**src/hdl/cpu6502_execute_unit_core_assert.svh**
```systemverilog
// ----------------------------------------------------------------------------
// cpu6502 execute unit assertion macros
// Concurrent check macros shared by the execute unit RTL; empty in synthesis.
// ----------------------------------------------------------------------------
`ifndef CPU6502_EXECUTE_UNIT_CORE_ASSERT_SVH
`define CPU6502_EXECUTE_UNIT_CORE_ASSERT_SVH

`ifndef SYNTHESIS

// same-cycle implication, checked out of reset
`define CPU65_ASSERT_IMPLY(label, clk, rst_n, ante, cons) \
	label: assert property (@(posedge clk) disable iff (!(rst_n)) (ante) |-> (cons)) \
		else $error("cpu65 check failed: same-cycle implication");

// next-cycle implication, checked out of reset
`define CPU65_ASSERT_NEXT(label, clk, rst_n, ante, cons) \
	label: assert property (@(posedge clk) disable iff (!(rst_n)) (ante) |=> (cons)) \
		else $error("cpu65 check failed: next-cycle implication");

`else

`define CPU65_ASSERT_IMPLY(label, clk, rst_n, ante, cons)
`define CPU65_ASSERT_NEXT(label, clk, rst_n, ante, cons)

`endif

`endif

```
**src/hdl/cpu65_pkg.sv**
```systemverilog
`timescale 1ns / 1ps
// ----------------------------------------------------------------------------
// cpu65_pkg
// Shared types, operation codes and constants of the 6502 execute unit.
// ----------------------------------------------------------------------------
package cpu65_pkg;

	// operation codes
	typedef enum logic [5:0] {
		OP_ADC = 6'd0, OP_AND, OP_ASL, OP_BIT, OP_BPL, OP_BMI, OP_BVC, OP_BVS,
		OP_BCC, OP_BCS, OP_BNE, OP_BEQ, OP_BRK, OP_CMP, OP_CPX, OP_CPY,
		OP_DEC, OP_EOR, OP_CLC, OP_SEC, OP_CLI, OP_SEI, OP_CLV, OP_CLD,
		OP_SED, OP_INC, OP_JMP, OP_JSR, OP_LDA, OP_LDX, OP_LDY, OP_LSR,
		OP_NOP, OP_ORA, OP_TAX, OP_TXA, OP_DEX, OP_INX, OP_TAY, OP_TYA,
		OP_DEY, OP_INY, OP_ROL, OP_ROR, OP_RTI, OP_RTS, OP_SBC, OP_STA,
		OP_TXS, OP_TSX, OP_PHA, OP_PLA, OP_PHP, OP_PLP, OP_STX, OP_STY
	} op_t;

	// addressing modes
	localparam logic [3:0] AM_ABSOLUTE         = 4'd0;
	localparam logic [3:0] AM_ABSOLUTE_X       = 4'd1;
	localparam logic [3:0] AM_ABSOLUTE_Y       = 4'd2;
	localparam logic [3:0] AM_ACCUMULATOR      = 4'd3;
	localparam logic [3:0] AM_IMMEDIATE        = 4'd4;
	localparam logic [3:0] AM_INDIRECT         = 4'd5;
	localparam logic [3:0] AM_INDIRECT_X       = 4'd6;
	localparam logic [3:0] AM_INDEXED_ABSOLUTE = 4'd7;
	localparam logic [3:0] AM_INDIRECT_Y       = 4'd8;
	localparam logic [3:0] AM_ZERO_PAGE_X      = 4'd9;
	localparam logic [3:0] AM_ZERO_PAGE_Y      = 4'd10;
	localparam logic [3:0] AM_NONE             = 4'd11;
	localparam logic [3:0] AM_RELATIVE         = 4'd12;
	localparam logic [3:0] AM_ZERO_PAGE        = 4'd13;

	// status bit positions
	localparam int FLAG_N = 7;
	localparam int FLAG_V = 6;
	localparam int FLAG_B = 4;
	localparam int FLAG_D = 3;
	localparam int FLAG_I = 2;
	localparam int FLAG_Z = 1;
	localparam int FLAG_C = 0;

	localparam logic [7:0] FLAGS_RESET  = 8'h20;
	localparam logic [7:0] FLAGS_PUSH   = 8'h30;
	localparam logic [7:0] FLAGS_PULL_M = 8'hCF;
	localparam logic [7:0] SP_RESET     = 8'hFD;
	localparam logic [15:0] START_RESET = 16'hF000;

	// register index on the configuration port
	localparam logic REG_START_ADDRESS = 1'b0;

	// one input item
	typedef struct packed {
		logic [5:0]  mode;
		logic [3:0]  addr_mode;
		logic [7:0]  operand;
		logic [15:0] address;
	} instr_t;

	// one result item
	typedef struct packed {
		logic [15:0] next_pc;
		logic [7:0]  acc_out;
		logic [7:0]  x_out;
		logic [7:0]  y_out;
		logic [7:0]  status_out;
		logic [7:0]  sp_out;
		logic        mem_write;
		logic [15:0] write_address;
		logic [7:0]  write_data;
		logic        unknown_op;
	} result_t;

	// programmer-visible registers
	typedef struct packed {
		logic [15:0] pc;
		logic [7:0]  a;
		logic [7:0]  x;
		logic [7:0]  y;
		logic [7:0]  p;
		logic [7:0]  sp;
	} arch_t;

	// stack pushes of one instruction: first at sp, second at sp-1
	typedef struct packed {
		logic       push_hi;
		logic       push_lo;
		logic [7:0] data_hi;
		logic [7:0] data_lo;
	} stk_wr_t;

	// instruction length per addressing mode
	function automatic logic [1:0] mode_len(input logic [3:0] am);
		logic [1:0] len;
		unique case (am)
			AM_ABSOLUTE, AM_ABSOLUTE_X, AM_ABSOLUTE_Y, AM_INDIRECT,
			AM_INDEXED_ABSOLUTE:                        len = 2'd3;
			AM_ACCUMULATOR, AM_NONE:                    len = 2'd1;
			AM_IMMEDIATE, AM_INDIRECT_X, AM_INDIRECT_Y, AM_ZERO_PAGE_X,
			AM_ZERO_PAGE_Y, AM_RELATIVE, AM_ZERO_PAGE:  len = 2'd2;
			default:                                    len = 2'd0;
		endcase
		return len;
	endfunction

endpackage

```
**src/hdl/cpu65_stack.sv**
```systemverilog
`timescale 1ns / 1ps
// ----------------------------------------------------------------------------
// cpu65_stack
// Stack page split into four interleaved banks: one push pair written and
// the three bytes above the stack pointer read every cycle, with bypass.
// ----------------------------------------------------------------------------
module cpu65_stack #(
	parameter int STACK_DEPTH = 256
) (
	input  logic                clk,
	input  cpu65_pkg::stk_wr_t  wr,
	input  logic [7:0]          wr_sp,
	input  logic [7:0]          rd_sp,
	output logic [2:0][7:0]     pull_data
);

	localparam int AW   = $clog2(STACK_DEPTH);
	localparam int ROWS = STACK_DEPTH / 4;

	logic [7:0]      wr_sp_m1;
	logic [7:0]      rd_base;
	logic [AW-1:0]   wa_hi;
	logic [AW-1:0]   wa_lo;
	logic [3:0][7:0] bank_rd;
	logic [1:0]      sel_q;

	assign wr_sp_m1 = wr_sp - 8'd1;
	assign rd_base  = rd_sp + 8'd1;
	assign wa_hi    = wr_sp[AW-1:0];
	assign wa_lo    = wr_sp_m1[AW-1:0];

	// one bank per low address pair, reads the next four bytes above rd_sp
	for (genvar b = 0; b < 4; b++) begin : g_bank
		localparam logic [1:0] BANK = 2'(b);
		logic [1:0]    off;
		logic [7:0]    ra;
		logic [AW-3:0] rrow;
		logic          hit_hi;
		logic          hit_lo;
		logic          we;
		logic [AW-3:0] wrow;
		logic [7:0]    wd;
		logic [7:0]    rd_q;
		logic [7:0]    mem [ROWS];

		assign off    = BANK - rd_base[1:0];
		assign ra     = rd_base + {6'd0, off};
		assign rrow   = ra[AW-1:2];
		assign hit_hi = wr.push_hi && (wa_hi[1:0] == BANK);
		assign hit_lo = wr.push_lo && (wa_lo[1:0] == BANK);
		assign we     = hit_hi || hit_lo;
		assign wrow   = hit_hi ? wa_hi[AW-1:2] : wa_lo[AW-1:2];
		assign wd     = hit_hi ? wr.data_hi : wr.data_lo;

		// write port and registered read with write bypass
		always_ff @(posedge clk) begin
			if (we) begin
				mem[wrow] <= wd;
			end
			rd_q <= (we && (wrow == rrow)) ? wd : mem[rrow];
		end

		assign bank_rd[b] = rd_q;
	end

	// bank of sp+1 follows the pointer that the read was issued for
	always_ff @(posedge clk) begin
		sel_q <= rd_sp[1:0];
	end

	// pull bytes at sp+1, sp+2, sp+3
	for (genvar k = 0; k < 3; k++) begin : g_pull
		assign pull_data[k] = bank_rd[sel_q + 2'(k + 1)];
	end

endmodule

```
**src/hdl/cpu65_exec.sv**
```systemverilog
`timescale 1ns / 1ps
// ----------------------------------------------------------------------------
// cpu65_exec
// Combinational execute logic: next register state, result item and stack
// pushes of one decoded instruction.
// ----------------------------------------------------------------------------
module cpu65_exec (
	input  cpu65_pkg::instr_t   instr,
	input  cpu65_pkg::arch_t    st,
	input  logic [2:0][7:0]     pull_data,
	output cpu65_pkg::arch_t    nxt,
	output cpu65_pkg::result_t  res,
	output cpu65_pkg::stk_wr_t  stk
);

	// N and Z from a value
	function automatic logic [7:0] set_nz(input logic [7:0] p, input logic [7:0] v);
		logic [7:0] q;
		q = p;
		q[cpu65_pkg::FLAG_N] = v[7];
		q[cpu65_pkg::FLAG_Z] = (v == 8'd0);
		return q;
	endfunction

	// flags of a compare
	function automatic logic [7:0] cmp_flags(input logic [7:0] p, input logic [7:0] r,
			input logic [7:0] v);
		logic [7:0] q;
		q = set_nz(p, r - v);
		q[cpu65_pkg::FLAG_C] = (r >= v);
		return q;
	endfunction

	// flags loaded from the stack keep B and force bit 5
	function automatic logic [7:0] pull_flags(input logic [7:0] p, input logic [7:0] v);
		logic [7:0] q;
		q = (v & cpu65_pkg::FLAGS_PULL_M) | cpu65_pkg::FLAGS_RESET;
		q[cpu65_pkg::FLAG_B] = p[cpu65_pkg::FLAG_B];
		return q;
	endfunction

	logic        acc_mode;
	logic [1:0]  len;
	logic [15:0] npc;
	logic [15:0] boff;
	logic [15:0] ret;
	logic [7:0]  addb;
	logic [8:0]  sum;
	logic [7:0]  src;
	logic        take;
	logic        wr;
	logic [7:0]  wdata;
	logic        unk;
	logic        sh_en;
	logic [7:0]  sh_r;
	logic        sh_c;

	assign acc_mode = (instr.addr_mode == cpu65_pkg::AM_ACCUMULATOR);
	assign len      = cpu65_pkg::mode_len(instr.addr_mode);
	assign boff     = {{8{instr.operand[7]}}, instr.operand};
	assign ret      = st.pc + 16'd2;
	assign src      = acc_mode ? st.a : instr.operand;

	// shared adder for ADC and SBC
	assign addb = (cpu65_pkg::op_t'(instr.mode) == cpu65_pkg::OP_SBC) ?
		~instr.operand : instr.operand;
	assign sum  = {1'b0, st.a} + {1'b0, addb} + {8'd0, st.p[cpu65_pkg::FLAG_C]};

	// operation decode and state update
	always_comb begin
		nxt   = st;
		npc   = st.pc + {14'd0, len};
		take  = 1'b0;
		wr    = 1'b0;
		wdata = 8'd0;
		unk   = 1'b0;
		sh_en = 1'b0;
		sh_r  = 8'd0;
		sh_c  = 1'b0;
		stk   = '0;
		unique case (cpu65_pkg::op_t'(instr.mode))
			cpu65_pkg::OP_ADC, cpu65_pkg::OP_SBC: begin
				nxt.a = sum[7:0];
				nxt.p = set_nz(st.p, sum[7:0]);
				nxt.p[cpu65_pkg::FLAG_V] = ~(st.a[7] ^ addb[7]) & (st.a[7] ^ sum[7]);
				nxt.p[cpu65_pkg::FLAG_C] = sum[8];
			end
			cpu65_pkg::OP_AND: begin
				nxt.a = st.a & instr.operand;
				nxt.p = set_nz(st.p, st.a & instr.operand);
			end
			cpu65_pkg::OP_ORA: begin
				nxt.a = st.a | instr.operand;
				nxt.p = set_nz(st.p, st.a | instr.operand);
			end
			cpu65_pkg::OP_EOR: begin
				nxt.a = st.a ^ instr.operand;
				nxt.p = set_nz(st.p, st.a ^ instr.operand);
			end
			cpu65_pkg::OP_ASL: begin
				sh_en = 1'b1;
				sh_r  = {src[6:0], 1'b0};
				sh_c  = src[7];
			end
			cpu65_pkg::OP_LSR: begin
				sh_en = 1'b1;
				sh_r  = {1'b0, src[7:1]};
				sh_c  = src[0];
			end
			cpu65_pkg::OP_ROL: begin
				sh_en = 1'b1;
				sh_r  = {src[6:0], st.p[cpu65_pkg::FLAG_C]};
				sh_c  = src[7];
			end
			cpu65_pkg::OP_ROR: begin
				sh_en = 1'b1;
				sh_r  = {st.p[cpu65_pkg::FLAG_C], src[7:1]};
				sh_c  = src[0];
			end
			cpu65_pkg::OP_BIT: begin
				nxt.p[cpu65_pkg::FLAG_N] = instr.operand[7];
				nxt.p[cpu65_pkg::FLAG_V] = instr.operand[6];
				nxt.p[cpu65_pkg::FLAG_Z] = ((instr.operand & st.a) == 8'd0);
			end
			cpu65_pkg::OP_BPL: take = !st.p[cpu65_pkg::FLAG_N];
			cpu65_pkg::OP_BMI: take = st.p[cpu65_pkg::FLAG_N];
			cpu65_pkg::OP_BVC: take = !st.p[cpu65_pkg::FLAG_V];
			cpu65_pkg::OP_BVS: take = st.p[cpu65_pkg::FLAG_V];
			cpu65_pkg::OP_BCC: take = !st.p[cpu65_pkg::FLAG_C];
			cpu65_pkg::OP_BCS: take = st.p[cpu65_pkg::FLAG_C];
			cpu65_pkg::OP_BNE: take = !st.p[cpu65_pkg::FLAG_Z];
			cpu65_pkg::OP_BEQ: take = st.p[cpu65_pkg::FLAG_Z];
			cpu65_pkg::OP_BRK: nxt.p[cpu65_pkg::FLAG_B] = 1'b1;
			cpu65_pkg::OP_CMP: nxt.p = cmp_flags(st.p, st.a, instr.operand);
			cpu65_pkg::OP_CPX: nxt.p = cmp_flags(st.p, st.x, instr.operand);
			cpu65_pkg::OP_CPY: nxt.p = cmp_flags(st.p, st.y, instr.operand);
			cpu65_pkg::OP_DEC: begin
				wr    = 1'b1;
				wdata = instr.operand - 8'd1;
				nxt.p = set_nz(st.p, instr.operand - 8'd1);
			end
			cpu65_pkg::OP_INC: begin
				wr    = 1'b1;
				wdata = instr.operand + 8'd1;
				nxt.p = set_nz(st.p, instr.operand + 8'd1);
			end
			cpu65_pkg::OP_CLC: nxt.p[cpu65_pkg::FLAG_C] = 1'b0;
			cpu65_pkg::OP_SEC: nxt.p[cpu65_pkg::FLAG_C] = 1'b1;
			cpu65_pkg::OP_CLI: nxt.p[cpu65_pkg::FLAG_I] = 1'b0;
			cpu65_pkg::OP_SEI: nxt.p[cpu65_pkg::FLAG_I] = 1'b1;
			cpu65_pkg::OP_CLV: nxt.p[cpu65_pkg::FLAG_V] = 1'b0;
			cpu65_pkg::OP_CLD: nxt.p[cpu65_pkg::FLAG_D] = 1'b0;
			cpu65_pkg::OP_SED: nxt.p[cpu65_pkg::FLAG_D] = 1'b1;
			cpu65_pkg::OP_JMP: npc = instr.address;
			cpu65_pkg::OP_JSR: begin
				stk.push_hi = 1'b1;
				stk.push_lo = 1'b1;
				stk.data_hi = ret[15:8];
				stk.data_lo = ret[7:0];
				nxt.sp      = st.sp - 8'd2;
				npc         = instr.address;
			end
			cpu65_pkg::OP_LDA: begin
				nxt.a = instr.operand;
				nxt.p = set_nz(st.p, instr.operand);
			end
			cpu65_pkg::OP_LDX: begin
				nxt.x = instr.operand;
				nxt.p = set_nz(st.p, instr.operand);
			end
			cpu65_pkg::OP_LDY: begin
				nxt.y = instr.operand;
				nxt.p = set_nz(st.p, instr.operand);
			end
			cpu65_pkg::OP_NOP: begin
			end
			cpu65_pkg::OP_TAX: begin
				nxt.x = st.a;
				nxt.p = set_nz(st.p, st.a);
			end
			cpu65_pkg::OP_TXA: begin
				nxt.a = st.x;
				nxt.p = set_nz(st.p, st.x);
			end
			cpu65_pkg::OP_DEX: begin
				nxt.x = st.x - 8'd1;
				nxt.p = set_nz(st.p, st.x - 8'd1);
			end
			cpu65_pkg::OP_INX: begin
				nxt.x = st.x + 8'd1;
				nxt.p = set_nz(st.p, st.x + 8'd1);
			end
			cpu65_pkg::OP_TAY: begin
				nxt.y = st.a;
				nxt.p = set_nz(st.p, st.a);
			end
			cpu65_pkg::OP_TYA: begin
				nxt.a = st.y;
				nxt.p = set_nz(st.p, st.y);
			end
			cpu65_pkg::OP_DEY: begin
				nxt.y = st.y - 8'd1;
				nxt.p = set_nz(st.p, st.y - 8'd1);
			end
			cpu65_pkg::OP_INY: begin
				nxt.y = st.y + 8'd1;
				nxt.p = set_nz(st.p, st.y + 8'd1);
			end
			cpu65_pkg::OP_RTI: begin
				nxt.p  = pull_flags(st.p, pull_data[0]);
				nxt.sp = st.sp + 8'd3;
				npc    = {pull_data[2], pull_data[1]};
			end
			cpu65_pkg::OP_RTS: begin
				nxt.sp = st.sp + 8'd2;
				npc    = {pull_data[1], pull_data[0]} + 16'd1;
			end
			cpu65_pkg::OP_STA: begin
				wr    = 1'b1;
				wdata = st.a;
			end
			cpu65_pkg::OP_STX: begin
				wr    = 1'b1;
				wdata = st.x;
			end
			cpu65_pkg::OP_STY: begin
				wr    = 1'b1;
				wdata = st.y;
			end
			cpu65_pkg::OP_TXS: nxt.sp = st.x;
			cpu65_pkg::OP_TSX: begin
				nxt.x = st.sp;
				nxt.p = set_nz(st.p, st.sp);
			end
			cpu65_pkg::OP_PHA: begin
				stk.push_hi = 1'b1;
				stk.data_hi = st.a;
				nxt.sp      = st.sp - 8'd1;
			end
			cpu65_pkg::OP_PHP: begin
				stk.push_hi = 1'b1;
				stk.data_hi = st.p | cpu65_pkg::FLAGS_PUSH;
				nxt.sp      = st.sp - 8'd1;
			end
			cpu65_pkg::OP_PLA: begin
				nxt.a  = pull_data[0];
				nxt.p  = set_nz(st.p, pull_data[0]);
				nxt.sp = st.sp + 8'd1;
			end
			cpu65_pkg::OP_PLP: begin
				nxt.p  = pull_flags(st.p, pull_data[0]);
				nxt.sp = st.sp + 8'd1;
			end
			default: begin
				unk = 1'b1;
				npc = st.pc;
			end
		endcase

		// shifts and rotates: accumulator or memory target
		if (sh_en) begin
			nxt.p = set_nz(st.p, sh_r);
			nxt.p[cpu65_pkg::FLAG_C] = sh_c;
			if (acc_mode) begin
				nxt.a = sh_r;
			end else begin
				wr    = 1'b1;
				wdata = sh_r;
			end
		end

		// taken branch adds the signed offset
		if (take) begin
			npc = npc + boff;
		end
		nxt.pc = npc;
	end

	// result item
	always_comb begin
		res.next_pc       = nxt.pc;
		res.acc_out       = nxt.a;
		res.x_out         = nxt.x;
		res.y_out         = nxt.y;
		res.status_out    = nxt.p;
		res.sp_out        = nxt.sp;
		res.mem_write     = wr;
		res.write_address = wr ? instr.address : 16'd0;
		res.write_data    = wr ? wdata : 8'd0;
		res.unknown_op    = unk;
	end

endmodule

```
**src/hdl/cpu6502_execute_unit_core.sv**
```systemverilog
`timescale 1ns / 1ps
// ----------------------------------------------------------------------------
// cpu6502_execute_unit_core
// Executes one decoded 6502 instruction per item: A, X, Y, flags, stack
// pointer, program counter and an internal stack page, one result per item.
// ----------------------------------------------------------------------------
// An instruction item is taken into an input register and executed from
// there into the result register, so a new item is accepted every clock
// cycle while res_stall does not hold the result. The one-cycle rate is
// set by the register file loop: each instruction reads the A, X, Y, flags,
// stack pointer and program counter left by the one before. Stack pulls read
// the stack page, which is kept in four interleaved banks that always hold
// the three bytes above the stack pointer ready, so RTI, RTS and the pulls
// run at the same rate. The start address register loads the program
// counter when written; write it only while no item is in flight.
`include "cpu6502_execute_unit_core_assert.svh"

module cpu6502_execute_unit_core #(
	parameter int STACK_DEPTH = 256
) (
	input  logic                clk,
	input  logic                arst_n,
	// instruction items
	input  logic                instr_valid,
	output logic                instr_stall,
	input  cpu65_pkg::instr_t   instr,
	// result items
	output logic                res_valid,
	input  logic                res_stall,
	output cpu65_pkg::result_t  res,
	// configuration port
	input  logic                psel,
	input  logic                penable,
	input  logic                pwrite,
	input  logic [2:0]          paddr,
	input  logic [31:0]         pwdata,
	output logic [31:0]         prdata,
	output logic                pready
);

	logic                s1_valid_q;
	cpu65_pkg::instr_t   s1_q;
	cpu65_pkg::arch_t    arch_q;
	logic [15:0]         start_q;
	logic                res_valid_q;
	cpu65_pkg::result_t  res_q;
	cpu65_pkg::arch_t    nxt;
	cpu65_pkg::result_t  nxt_res;
	cpu65_pkg::stk_wr_t  stk;
	cpu65_pkg::stk_wr_t  stk_fire;
	logic [2:0][7:0]     pull_data;
	logic [7:0]          rd_sp;
	logic                fire;
	logic                in_take;
	logic                cfg_wr;

	// handshake
	assign fire        = s1_valid_q && (!res_valid_q || !res_stall);
	assign instr_stall = s1_valid_q && !fire;
	assign in_take     = instr_valid && !instr_stall;
	assign res_valid   = res_valid_q;
	assign res         = res_q;

	// configuration port
	assign pready = 1'b1;
	assign cfg_wr = psel && penable && pwrite && pready &&
		(paddr[2] == cpu65_pkg::REG_START_ADDRESS);
	assign prdata = (paddr[2] == cpu65_pkg::REG_START_ADDRESS) ? {16'd0, start_q} : 32'd0;

	// input register
	always_ff @(posedge clk or negedge arst_n) begin
		if (!arst_n) begin
			s1_valid_q <= 1'b0;
		end else if (in_take) begin
			s1_valid_q <= 1'b1;
		end else if (fire) begin
			s1_valid_q <= 1'b0;
		end
	end

	always_ff @(posedge clk) begin
		if (in_take) begin
			s1_q <= instr;
		end
	end

	// execute logic
	cpu65_exec u_exec (
		.instr     (s1_q),
		.st        (arch_q),
		.pull_data (pull_data),
		.nxt       (nxt),
		.res       (nxt_res),
		.stk       (stk)
	);

	// stack page, pushes only on an executed item
	always_comb begin
		stk_fire         = stk;
		stk_fire.push_hi = stk.push_hi && fire;
		stk_fire.push_lo = stk.push_lo && fire;
	end

	assign rd_sp = fire ? nxt.sp : arch_q.sp;

	cpu65_stack #(
		.STACK_DEPTH (STACK_DEPTH)
	) u_stack (
		.clk       (clk),
		.wr        (stk_fire),
		.wr_sp     (arch_q.sp),
		.rd_sp     (rd_sp),
		.pull_data (pull_data)
	);

	// register file and start address
	always_ff @(posedge clk or negedge arst_n) begin
		if (!arst_n) begin
			start_q   <= cpu65_pkg::START_RESET;
			arch_q.pc <= cpu65_pkg::START_RESET;
			arch_q.a  <= 8'd0;
			arch_q.x  <= 8'd0;
			arch_q.y  <= 8'd0;
			arch_q.p  <= cpu65_pkg::FLAGS_RESET;
			arch_q.sp <= cpu65_pkg::SP_RESET;
		end else if (cfg_wr) begin
			start_q   <= pwdata[15:0];
			arch_q.pc <= pwdata[15:0];
		end else if (fire) begin
			arch_q <= nxt;
		end
	end

	// result register
	always_ff @(posedge clk or negedge arst_n) begin
		if (!arst_n) begin
			res_valid_q <= 1'b0;
		end else if (fire) begin
			res_valid_q <= 1'b1;
		end else if (!res_stall) begin
			res_valid_q <= 1'b0;
		end
	end

	always_ff @(posedge clk) begin
		if (fire) begin
			res_q <= nxt_res;
		end
	end

	// checks
	`CPU65_ASSERT_NEXT(a_fire_gives_result, clk, arst_n, fire, res_valid_q)
	`CPU65_ASSERT_NEXT(a_sp_holds_idle, clk, arst_n, !fire, $stable(arch_q.sp))
	`CPU65_ASSERT_NEXT(a_unknown_keeps_state, clk, arst_n, fire && nxt_res.unknown_op && !cfg_wr, $stable(arch_q))
	`CPU65_ASSERT_IMPLY(a_no_write_zero, clk, arst_n, res_valid_q && !res_q.mem_write, (res_q.write_address == 16'd0) && (res_q.write_data == 8'd0))
	`CPU65_ASSERT_IMPLY(a_result_matches_state, clk, arst_n, res_valid_q && !s1_valid_q, (res_q.sp_out == arch_q.sp) && (res_q.acc_out == arch_q.a))

endmodule
```
**config.mk**
```make
export PLATFORM = sky130hd
export DESIGN_NAME = cpu6502_execute_unit_core
export DESIGN_NICKNAME = d
export VERILOG_FILES = /design/src/hdl/cpu65_pkg.sv /design/src/hdl/cpu65_stack.sv /design/src/hdl/cpu65_exec.sv /design/src/hdl/cpu6502_execute_unit_core.sv
export VERILOG_INCLUDE_DIRS = /design/src /design/src/hdl
export SDC_FILE = /design/constraint.sdc
export NUM_CORES = 2
export LEC_CHECK = 0
export BUFFER_PORTS_ARGS = -buffer_cell sky130_fd_sc_hd__buf_2
export CAP_MARGIN = 5
export CORE_AREA = 10 10 521 370
export DETAILED_ROUTE_END_ITERATION = 8
export DIE_AREA = 0 0 531 380
export GPL_ROUTABILITY_DRIVEN = 1
export HOLD_SLACK_MARGIN = 0.08
export PLACE_DENSITY = 0.66
export SETUP_SLACK_MARGIN = 0.02
export SLEW_MARGIN = 25
export SYNTH_ARGS = -nofsm -noshare
export SYNTH_HDL_FRONTEND = slang
export SYNTH_SLANG_ARGS = --single-unit
```
**constraint.sdc**
```tcl
create_clock -name clk -period 11.8 [get_ports clk]
set_input_delay 1.77 -clock clk [delete_from_list [all_inputs] [get_ports clk]]
set_output_delay 1.77 -clock clk [all_outputs]
set_load 0.02 [all_outputs]
```
Yosys cells after proc, flatten, opt, wreduce, memory -nomap -nowiden

Memories as Yosys holds them, arrays and structs flattened. A register that Yosys moved wholly into a read port is not among the register bits.
Cells that the tools add are included.

Bits in registers: 192
Output and inout port bits: 117
Bits in writable memories: 2048
Memories kept: 5
Logic and storage cells: 277
Memory bits (read-only): 32
Input port bits: 76

Memory list:

| name                  | words | bits a word | rd ports | clocked after Yosys merged registers in | wr ports | line              | text |
|---|---|---|---|---|---|---|---|
| u_stack.g_bank[0].mem | 64    | 8           | 1        | 1                                       | 1        | cpu65_stack.sv:44 | `logic [7:0] mem [ROWS];` |
| u_stack.g_bank[1].mem | 64    | 8           | 1        | 1                                       | 1        | cpu65_stack.sv:44 |  |
| u_stack.g_bank[2].mem | 64    | 8           | 1        | 1                                       | 1        | cpu65_stack.sv:44 |  |
| u_stack.g_bank[3].mem | 64    | 8           | 1        | 1                                       | 1        | cpu65_stack.sv:44 |  |
| (no name shown)       | 16    | 2           | 1        | 1                                       | 0        | cpu65_pkg.sv:96   | `unique case (am)` |

Add/subtract/negate cells: 32
Multiplexer cells: 65
Equality and inequality tests: 63
Bitwise logic cells: 10
Order comparisons: 6
Reduce and logical (&&, ||, !) cells: 72

Operators by type and width:

| cell                                                | number |
|---|---|
| logical NOT 8 bit                                   | 20 |
| equality test 6 bit, second input constant          | 24 |
| 2-to-1 mux 8 bit                                    | 16 |
| equality test 6 x 5 -> 1 bit, second input constant | 16 |
| case mux 8 bit (5 select lines)                     | 2 |
| case mux 16 bit (4 select lines)                    | 1 |
| case mux 8 bit (4 select lines)                     | 2 |
| case mux 8 bit (8 select lines)                     | 1 |
| 2-to-1 mux 56 bit                                   | 1 |
| OR reduction 56 bit                                 | 1 |
| OR reduction 52 bit                                 | 1 |
| binary-select mux 8 bit (select 2 bit)              | 3 |
| equality test 6 x 4 -> 1 bit, second input constant | 8 |
| 2-to-1 mux 16 bit                                   | 3 |
| case mux 8 bit (6 select lines)                     | 1 |
| adder 8 x 1 -> 8 bit, second input constant         | 5 |
| adder 8 x 2 -> 8 bit                                | 4 |
| subtractor 8 x 1 -> 8 bit, second input constant    | 4 |
| equality test 6 x 3 -> 1 bit, second input constant | 4 |
| >= comparator 8 bit                                 | 3 |
| 2-to-1 mux 6 bit                                    | 4 |
| case mux 8 bit (3 select lines)                     | 1 |
| subtractor 8 bit                                    | 3 |
| 2-to-1 mux 1 bit                                    | 21 |
| 45 further kinds                                    | 99 |

Longest topological paths before layout

Word-level depth: 10
Depth in mapped cells: 32
Depth with buffers taken out: 27

Hierarchy

From an unflattened synthesis, not the netlist that was laid out.

Cells, all modules: 5484
Area, all modules: 97063.1 um^2

By module, submodules not included:

| module                    | area an instance (um^2) | cells each | instances | seq. area each (um^2) |
|---|---|---|---|---|
| cpu65_stack               | 81176.6                 | 3711       | 1         | 62019.5 |
| cpu65_exec                | 8937.3                  | 1379       | 1         | 0.0 |
| cpu6502_execute_unit_core | 6949.2                  | 394        | 1         | 5355.1 |

Worst setup path before layout

Ideal clock, no wire load.

Path kind: input to register
From: input res_stall
To: memory u_stack.g_bank[0].mem[17][0], enable pin
Library setup time: 370 ps
Slack: 5437 ps
Cell stages on the path: 9
Required time: 11430 ps
Path buffers: 2
Arrival: 5992 ps
Cells stage by stage: nand2_1 nand2_1 inv_1 clkbuf_1 nand3_1 and2_1 or2_2 clkbuf_1 nor2_1

Longest elaborated chain between the ends: 8
Elaborated cells on any way between the ends: 11
Those cells by class: 3 x mux; 8 x reduce/logical

Ends and longest elaborated chain:

| element                                | line                                                               | text |
|---|---|---|
| start, declared                        | cpu6502_execute_unit_core.sv:29                                    | `input logic res_stall,` |
| logical NOT 1 bit (*)                  | n/a                                                                |  |
| logical OR 1 bit (*)                   | cpu6502_execute_unit_core.sv:58                                    | `assign fire = s1_valid_q && (!res_valid_q \|\| !res_stall);` |
| logical AND 1 bit (*)                  | cpu6502_execute_unit_core.sv:58                                    |  |
| net fire                               | cpu6502_execute_unit_core.sv:53                                    | `logic fire;` |
| logical AND 1 bit (on tied branches)   | cpu6502_execute_unit_core.sv:100, cpu6502_execute_unit_core.sv:101 |  |
| logical AND 1 bit (on tied branches)   | cpu65_stack.sv:49, cpu65_stack.sv:50                               |  |
| logical OR 1 bit                       | cpu65_stack.sv:51                                                  | `assign we = hit_hi \|\| hit_lo;` |
| 2-to-1 mux 1 bit                       | cpu65_stack.sv:57                                                  | `if (we) begin` |
| 2-to-1 mux 1 bit (implied by the code) | cpu65_stack.sv:58                                                  | `mem[wrow] <= wd;` |
| end, declared                          | cpu65_stack.sv:44                                                  |  |

Mark *: on every way through the listed nets, which the timed path passes. The rest lies on a longest branch.

==> reports/qor.yml <==
status: "finished with violations"
violations: "DRC"
cp_max_fo: 44
antenna_found_initial: 6
syn-cell-area_um2: 98100
grt_overflow: 0
layout.nets: 6356
drc: 21
internal_power_mw: 15.3
yosysWarningCount: 0
async_flop_share_pct: 3.27
rows: 132
vias: 57935
grt_util_all_layers_pct: 27.1
clkLatencyLatePin_ns: 0.90
synth.distinct_cells: 100
worst_ep_arrival_time_ns: 9.80
drt_iter0_drc: 8556
pwr-share-seq_pct: 41.0
synth_seq_cells: 2266
finClkSkew_ns: 0.0903
cts_tree: "done"
cp_slowest_cell: "dfxtp_4"
ctsResizeCount: 0
port-buffer-count: 157
seq_area_frac_synth_pct: 68.7
crit_type: "reg2reg"
grt_start_max_net_pins: 98
syn_area_per_cell_um2: 16.4
wl_mm: 280
synth.top_cell.area_share_pct: 66.2
synth_top_family_by_area: "multiplexers"
vdd_ir_drop_max_mv: 0.125
grt_first_pass_wirelength_mm: 402
r2r-end: "arch_q[55]"
final_layout_size_suffix_gt1_share_pct: 19.4
reg2reg_slack_ns: 2.79
yosysMostFrequentCell: "edfxtp_1"
p_sw_mw: 8.04
cts_buffer_depth: 4
synth_compound_area_share_pct: 6.33
slowest_delay_ns: 0.86
hold_depth: 2
die_w_um: 531
fp.coreArea_um2: 183000
post_cts_buffers: 0
required_ns: 12.59
grt_pass1_vias: 54916
syn_inst: 6000
pwr_density_cell_nw_per_um2: 215
fin_ws_ns: 2.79
fin_tns_setup_ns: 0
drv_cap: 0
synth.area.mux_share_pct: 13.2
synth_edf_count: 2164
switching_share_pct: 34.5
cts_sinks: 2266
wl_per_cell_um: 32.0
p_comb_share_pct: 29.9
hold_viol: 0
hold_end: "start_q[13]"
cts_max_level: 4
dr.pass1.iters: 9
ios: 193
cts_hold_buffers: 0
grt_setup_unrepaired: "false"
synthAdderAreaFrac_pct: 1.43
worst_pin_slew_ns: 1.17
synthTopCellsByArea: "edfxtp_1 (66%), mux4_2 (11%), mux2i_1 (2.0%), nor2_1 (1.9%), dfrtp_1 (1.5%)"
place_congestion: 0.976
initial_core_util_pct: 53.5
clockPowerShare_pct: 29.1
vias_per_cell: 6.61
drv_slew: 0
cts_buffers: 210
hold_class: "reg2reg"
synth_top_cell_by_area: "edfxtp_1"
setup-violations-final: 0
synth_xor_area_share_pct: 1.23
synth-simple-area-share_pct: 6.79
leakagePower_nw: 35.3
cp-start-kind: "flop"
synth_commonest_cells: "edfxtp_1 (2164), nor2_1 (486), mux4_2 (458), nand2_1 (368), mux2i_1 (198)"
crit_path_end_kind: "flop"
fin_crit_sh_pct: 76.3
clk_pin_slew_worst_paths_ns: 0.06
synthToLayoutAreaGrowth_pct: 10.6
holdCritStartpoint: "start_q[13]"
period_minus_slack_ns: 9.01
design.die.area_um2: 202000
pre_cts_slack_ns: 3.15
synth_flop_cell: "edfxtp_1"
r2r_cells: 26
relSlewSlack_pct: 21.5
drtAntennaViolNets: 0
die_h_um: 380
fmaxAchievable_mhz: 111
crit_top_cell: "nor3_1"
dp_hpwl_mm: 187
root_buffer: "clkbuf_16"
[per-layer routing]
metal / track usage [%] / wire [µm]
met3: 8.00 / 36100
met1: 43.7 / 122000
met4: 6.83 / 7820
met2: 35.9 / 114000
met5: 0 / 0
[worst max-delay path by stage]
stage,to,cells past startpoint,slack [ns]
6_report,arch_q[55],26,2.79
4_1_cts,arch_q[55],28,3.12
2_1_floorplan,u_stack.g_bank[0].mem[17][0],9,5.44
3_3_place_gp,arch_q[55],24,3.20
5_1_grt,arch_q[55],26,2.33
3_5_place_dp,arch_q[55],26,3.15
[power by group through the flow]
stage / Sequential (mW) / Combinational, mW / Clock, mW
2_1_floorplan: 9.27 / 4.71 / 0
3_3_place_gp: 9.70 / 6.72 / 0
3_5_place_dp: 9.71 / 6.77 / 0
4_1_cts: 9.54 / 6.81 / 6.84
5_1_grt: 9.58 / 7.31 / 7.18
6_report: 9.55 / 6.98 / 6.78
[layout by cell type (no fill, tap or decap), types with 22 or more instances in the layout]
cell / netlist / routed
clkinv_2: 0 / 36
mux4_2: 458 / 458
buf_2: 55 / 156
edfxtp_1: 2164 / 2164
a22oi_1: 144 / 144
o21a_1: 23 / 23
a31oi_1: 41 / 40
dfrtp_1: 58 / 58
ha_1: 101 / 101
nand2b_1: 41 / 41
clkbuf_16: 0 / 213
xnor2_1: 94 / 94
o211ai_1: 34 / 34
buf_4: 59 / 136
mux2_2: 39 / 39
and3_1: 23 / 23
a22o_1: 22 / 22
a21o_1: 26 / 26
nor3_1: 93 / 90
nor2_1: 486 / 477
a21oi_1: 179 / 178
and2_1: 32 / 32
clkinv_1: 6 / 42
nor2b_1: 74 / 72
nand4_1: 37 / 37
clkbuf_1: 184 / 46
o21ai_0: 143 / 125
or2_2: 24 / 24
a221oi_1: 36 / 35
nand3_1: 121 / 121
inv_1: 85 / 83
nor4_1: 29 / 29
xor2_1: 44 / 44
nor3b_1: 28 / 26
mux2i_1: 198 / 183
nand2_1: 368 / 368
o22ai_1: 63 / 63
or3_1: 23 / 23
[through the flow]
step	power, mW	utilization (%)	instance area [µm²]	hold slack, ns	instances
global placement	16.4	55.5	102000	0.451	8370
CTS	23.2	59.2	108000	0.461	8753
detailed placement	16.5	55.5	102000	0.451	8370
floorplan	14.0	-	98200	0.436	6015
finish	23.3	59.2	109000	0.461	8760
global route	24.1	59.2	109000	0.488	8756
[registers in the layout, indices dropped and copies added (netlist names), named ones only]
| register | flops |
|---|---|
| res_valid | 1 |
| u_stack.sel_q | 2 |
| s1_q | 34 |
| arch_q | 56 |
| u_stack.g_bank.mem | 2048 |
| s1_valid_q | 1 |
| u_exec.len | 2 |
| start_q | 16 |
| res | 82 |
[area by class of cell]
class                           count  area, µm²
Fill cell                       13608      74800
Antenna cell                        5       12.5
Clock buffer                      264       5570
Multi-Input combinational cell   3303      29000
Inverter                           92        349
Tap cell                         2412       3020
Clock inverter                    119       1170
Timing Repair Buffer              299       1930
Sequential cell                  2266      67500
[cells by family (layout without fill, tap and decap cells)]
kind of cell               after synthesis  count (layout)
other                                    2              22
AOI/OAI and AO/OA                      910             910
buffers and inverters                  446             774
adders and majority gates              108             108
and+or+nand+nor                       1426            1426
xor gates and xnor gates               138             138
DFF                                   2266            2266
muxes                                  704             704
[worst max-delay path, delay by kind of cell, from the launching register on]
family / cells / cell delay, ns
xor gates and xnor gates: 1 / 0.16
adders and majority gates: 2 / 0.67
AOI/OAI and AO/OA: 10 / 3.46
buffers and inverters: 1 / 0.59
and+or+nand+nor: 9 / 1.85
DFF: 1 / 0.86
muxes: 3 / 1.25
(Power assumes the default switching activity.)
